--- config.mk ---
export PLATFORM = sky130hd
export DESIGN_NAME = pse_cell
export DESIGN_NICKNAME = d
export VERILOG_FILES = /design/src/pse_pkg.sv /design/src/pse_cell.sv
export SDC_FILE = /design/constraint.sdc
export NUM_CORES = 1
export LEC_CHECK = 0
export CORE_AREA = 2 2 134 136
export CTS_BUF_LIST = sky130_fd_sc_hd__clkbuf_4 sky130_fd_sc_hd__clkbuf_8 sky130_fd_sc_hd__clkbuf_16
export CTS_CLUSTER_SIZE = 40
export DETAILED_ROUTE_END_ITERATION = 6
export DIE_AREA = 0 0 136 138
export DONT_BUFFER_PORTS = 1
export PLACE_DENSITY = 0.71
export RECOVER_POWER = 50
export SLEW_MARGIN = 25
export SYNTH_ARGS = -nofsm -noshare
export SYNTH_HDL_FRONTEND = slang
export SYNTH_SLANG_ARGS = --single-unit
export TNS_END_PERCENT = 5
--- constraint.sdc ---
create_clock -name i_clk -period 4.2 [get_ports i_clk]
set_input_delay 0.21 -clock i_clk [delete_from_list [all_inputs] [get_ports i_clk]]
set_output_delay 0.21 -clock i_clk [all_outputs]
set_load 0.005 [all_outputs]
--- src/pse_pkg.sv ---
// ----------------------------------------------------------------------------
// pse_pkg: predicate stack entailment shared definitions
// Request, comparison and verdict codes, the predicate record and the
// entailment judge used by every stack cell.
// ----------------------------------------------------------------------------
package pse_pkg;

    localparam int DEF_STACK_DEPTH = 64;
    localparam int DEF_VAR_BITS    = 16;

    localparam int REQ_W = 2;
    localparam int VAR_W = 16;
    localparam int OP_W  = 3;
    localparam int LIT_W = 64;
    localparam int ANS_W = 2;

    localparam logic [REQ_W-1:0] REQ_PUSH = 2'd0;
    localparam logic [REQ_W-1:0] REQ_POP  = 2'd1;
    localparam logic [REQ_W-1:0] REQ_EVAL = 2'd2;

    localparam logic [OP_W-1:0] OP_EQ  = 3'd0;
    localparam logic [OP_W-1:0] OP_NEQ = 3'd1;
    localparam logic [OP_W-1:0] OP_LT  = 3'd2;
    localparam logic [OP_W-1:0] OP_LTE = 3'd3;
    localparam logic [OP_W-1:0] OP_GT  = 3'd4;
    localparam logic [OP_W-1:0] OP_GTE = 3'd5;

    localparam logic [ANS_W-1:0] V_NONE  = 2'd0;
    localparam logic [ANS_W-1:0] V_TRUE  = 2'd1;
    localparam logic [ANS_W-1:0] V_FALSE = 2'd2;

    typedef struct packed {
        logic                    valid;
        logic [VAR_W-1:0]        var_id;
        logic [OP_W-1:0]         op;
        logic signed [LIT_W-1:0] lit;
    } t_pred;

    typedef struct packed {
        logic push;
        logic pop;
        logic load;
        logic shift;
    } t_cell_ctl;

    // a: stored entry, c: candidate
    function automatic logic [ANS_W-1:0] judge(
        input logic [OP_W-1:0]         aop,
        input logic signed [LIT_W-1:0] a,
        input logic [OP_W-1:0]         cop,
        input logic signed [LIT_W-1:0] c
    );
        logic lt, eq, gt, ge, le, ge_am1, le_ap1;
        logic ent, con;
        lt     = (c < a);
        eq     = (c == a);
        gt     = (c > a);
        ge     = !lt;
        le     = !gt;
        // exact c >= a-1 and c <= a+1; the wrapped case is covered by ge / le
        ge_am1 = ge || (c == (a - 64'sd1));
        le_ap1 = le || (c == (a + 64'sd1));
        ent    = 1'b0;
        con    = 1'b0;
        case (aop)
            OP_EQ: begin
                case (cop)
                    OP_EQ:   begin ent = eq;  con = !eq; end
                    OP_NEQ:  begin ent = !eq; con = eq;  end
                    OP_LT:   begin ent = gt;  con = !gt; end
                    OP_LTE:  begin ent = ge;  con = !ge; end
                    OP_GT:   begin ent = lt;  con = !lt; end
                    OP_GTE:  begin ent = le;  con = !le; end
                    default: ;
                endcase
            end
            OP_NEQ: begin
                con = (cop == OP_EQ) && eq;
                ent = (cop == OP_NEQ) && eq;
            end
            OP_LT: begin
                case (cop)
                    OP_LT:   ent = ge;
                    OP_LTE:  ent = ge_am1;
                    OP_GTE:  con = ge;
                    OP_GT:   con = ge_am1;
                    OP_EQ:   con = ge;
                    OP_NEQ:  ent = ge;
                    default: ;
                endcase
            end
            OP_LTE: begin
                case (cop)
                    OP_LT:   ent = gt;
                    OP_LTE:  ent = ge;
                    OP_GTE:  con = gt;
                    OP_GT:   con = ge;
                    OP_EQ:   con = gt;
                    OP_NEQ:  ent = gt;
                    default: ;
                endcase
            end
            OP_GT: begin
                case (cop)
                    OP_GT:   ent = le;
                    OP_GTE:  ent = le_ap1;
                    OP_LTE:  con = le;
                    OP_LT:   con = le_ap1;
                    OP_EQ:   con = le;
                    OP_NEQ:  ent = le;
                    default: ;
                endcase
            end
            OP_GTE: begin
                case (cop)
                    OP_GT:   ent = lt;
                    OP_GTE:  ent = le;
                    OP_LTE:  con = lt;
                    OP_LT:   con = le;
                    OP_EQ:   con = lt;
                    OP_NEQ:  ent = lt;
                    default: ;
                endcase
            end
            default: ;
        endcase
        if (ent) begin
            return V_TRUE;
        end else if (con) begin
            return V_FALSE;
        end
        return V_NONE;
    endfunction

endpackage

--- src/pse_cell.sv ---
// ----------------------------------------------------------------------------
// pse_cell: one stack slot
// Holds one predicate, shifts it with its neighbors on push and pop, judges
// the broadcast candidate and shifts its verdict toward the top on scan.
// ----------------------------------------------------------------------------
module pse_cell (
    input  logic                    i_clk,
    input  pse_pkg::t_cell_ctl      i_ctl,
    input  pse_pkg::t_pred          i_above,
    input  pse_pkg::t_pred          i_below,
    input  logic [1:0]              i_below_verdict,
    input  pse_pkg::t_pred          i_cand,
    output pse_pkg::t_pred          o_entry,
    output logic [1:0]              o_verdict
);
    import pse_pkg::*;

    t_pred            r_entry;
    logic [ANS_W-1:0] r_verdict;
    logic [ANS_W-1:0] n_verdict;

    always_comb begin
        if (r_entry.valid && (r_entry.var_id == i_cand.var_id)) begin
            n_verdict = judge(r_entry.op, r_entry.lit, i_cand.op, i_cand.lit);
        end else begin
            n_verdict = V_NONE;
        end
    end

    always_ff @(posedge i_clk) begin
        if (i_ctl.push) begin
            r_entry <= i_above;
        end else if (i_ctl.pop) begin
            r_entry <= i_below;
        end
        if (i_ctl.load) begin
            r_verdict <= n_verdict;
        end else if (i_ctl.shift) begin
            r_verdict <= i_below_verdict;
        end
    end

    assign o_entry   = r_entry;
    assign o_verdict = r_verdict;

endmodule

==> flow_metrics.tcl <==
set metrics [dict create \
    arrival_ns 4.03 \
    fin_ws_ns 0.2846 \
    synth_area_leaders "edfxtp_1 (27%), mux2_2 (10%), ha_1 (8.6%), xnor2_1 (7.7%), xor2_1 (6.0%)" \
    final_cells 1346 \
    cp-start-kind "flop" \
    worst_pin_slew_ns 2.704 \
    grt_first_pass_wirelength_um 47550 \
    vias_per_cell 6.590 \
    period_share_pct 93.22 \
    rows 49 \
    final.min_clock_period_ns 3.915 \
    peakVddDrop_mv 0.2095 \
    first_global_vias 8477 \
    fin_area_um2 10450 \
    hold_path_class "primary input to flop" \
    cp.required_ns 4.31 \
    setup_viol 0 \
    p_total_mw 3.108 \
    core_area_um2 17530 \
    syn_nets 1412 \
    cts_made_buffers 9 \
    start_util_pct 54.92 \
    syn_to_final_growth_pct 8.523 \
    finalHoldViolCount 0 \
    drt_first_pass_iters 6 \
    pwr_density_cell_nw_per_um2 297.3 \
    crit_type "flop to flop" \
    wl_per_cell_um 24.15 \
    drive_above_1_share_pct 15.22 \
    skew_ns 0.009981 \
    die_area_um2 18770 \
    yosys.area.top_type_share_pct 26.82 \
    finalMaxSlewViolations 63 \
    ys_warn_count 0 \
    place_area_um2 10150 \
    synth-seq-cells 86 \
    cts_max_level 3 \
    grt_start_max_net_pins 86 \
    diodes 0 \
    gp_congestion 1.004 \
    async_flop_share_pct 0 \
    clk-insertion-delay-late_ns 0.36 \
    violations "max-capacitance violations, max-slew violations" \
    rsz0062_at_grt "false" \
    synth_edf_count 86 \
    pre_cts_ws_ns 0.3814 \
    antenna_left 0 \
    port_buffers 0 \
    cts_buffer_depth 2 \
    cts_tree "built" \
    synth_top_area_cell "edfxtp_1" \
    wl_met3_um 3465 \
    dr_wl_met2_um 15090 \
    path_clk_slew_ns 0.08 \
    first_iter_violations 883 \
    wl_met1_um 12530 \
    dp.cells 1330 \
    antenna_found_initial 0 \
    synth_area_um2 9630 \
    cp_max_fo 8 \
    power.leakage_nw 3.907 \
    via_count 8870 \
    maxUsedRoutingLayer "met4" \
    ys_seq_area_share_pct 26.82 \
    io_pins 345 \
    grt-ovfl-total 0 \
    fmax_mhz 255.4 \
    die_height_um 138 \
    synth_flop_cell "edfxtp_1" \
    grtUsageTotal_pct 33.26 \
    clockRootBuffer "clkbuf_16" \
    post-cts-setup-buffers 0 \
    hpwl_um 26790 \
    synth_cells 1087 \
    final.setup.tns_ns 0 \
    clock-sinks 86 \
    die_w_um 136 \
    run_status "complete, but fails checks" \
    routed_wl_um 32510 \
    synth_cell_types 74 \
    nets 1437 \
    cp-end-kind "flop" \
    cap_violations 1 \
    drc 0 \
    avgSynthCellArea_um2 8.860 \
    slew_headroom_pct -80.28 \
]
per-stage QoR:
stage | hold WS, ns | util, %
2_1_floorplan | 0.4279 | -
3_3_place_gp | 0.4308 | 57.90
3_5_place_dp | 0.4327 | 57.90
4_1_cts | 0.05183 | 59.55
5_1_grt | 0.05200 | 59.60
6_report | 0.05990 | 59.60
cells in the final DEF, fill, tap and decap left out, types with 13 or more instances in the layout:
cell type,n
ha_1,66
nand3_1,52
inv_1,78
and4_1,13
edfxtp_1,86
xnor2_1,85
nand2_1,81
nor2_1,49
mux2_2,78
buf_4,62
a211oi_1,13
and3_1,15
nor3_1,47
xor2_1,66
nand4_1,44
a21oi_1,36
nor4_1,40
o21ai_0,31
registers in the layout (all words and copies together) (netlist names):
register   flops
o_entry       84
o_verdict      2
routing by layer:
| metal | GRT usage, % | vias up |
|---|---|---|
| met3 | 8.654 | 79 |
| met4 | 16.06 | 0 |
| met2 | 53.16 | 511 |
| met5 | 0 | - |
| li1 | - | 4125 |
| met1 | 41.61 | 4155 |
area by class of cell:
type	instances	area, um2
flip-flops and latches	86	2582
inverters	78	292.8
repair buffers	62	465.4
multi-input cells	875	6535
fillers	1612	7083
clock inverters	7	63.81
well taps	229	286.5
clock buffers	9	225.2
repair_timing:
item	in CTS	in global routing
hold buffers	0	0
endpoints found under the setup margin	0	2
resized for setup	0	2
Yosys cell counts (11+ instances only):
master / n
edfxtp_1: 86
mux2_2: 86
xnor2_1: 85
nand2_1: 81
inv_1: 78
ha_1: 66
xor2_1: 66
nand3_1: 52
nor2_1: 49
nor3_1: 47
nand4_1: 44
nor4_1: 42
a21oi_1: 36
o21ai_0: 31
clkbuf_1: 24
and3_1: 15
buf_2: 14
a211oi_1: 13
and4_1: 13
a31oi_1: 11
worst paths after layout:
path	cells after the start	slack, ns	to	from
hold reg to reg	6	1.08	o_verdict[0]	o_entry[66]
setup / recovery	13	0.28	o_verdict[0]	o_entry[24]
hold / removal	1	0.06	o_entry[55]	i_below[55]
setup reg to reg	13	0.28	o_verdict[0]	o_entry[24]
cells by family after synthesis:
family                   after synthesis  share of synthesized area [%]
flip-flops                            86                          26.82
multiplexers                          95                          10.99
XOR/XNOR                             151                          13.73
buffers and inverters                126                          5.457
AO/OA/AOI/OAI                        155                          10.86
AND/OR/NAND/NOR                      404                          23.15
adder cells (fa/ha/maj)               70                          8.991
worst max-delay path, cell delays in order, from the launching register on:
cell and delay (ns):
edfxtp_1 0.55, buf_4 0.24, nor3_1 0.26, nand3_1 0.29
nor4_2 0.39, buf_4 0.24, nand4_1 0.31, o41ai_1 0.51
a211oi_1 0.14, nand4b_1 0.12, nor4b_1 0.06, nand4_1 0.14
o21ai_0 0.13, a211o_1 0.27
report_power, final:
part	leakage (nW)	internal (mW)	total [mW]	switching, mW
sequential	0.877	1.06	1.24	0.176
combinational	2.89	0.448	1.04	0.592
clock	0.142	0.418	0.828	0.410
total	3.91	1.93	3.11	1.18
(Power assumes the default switching activity.)
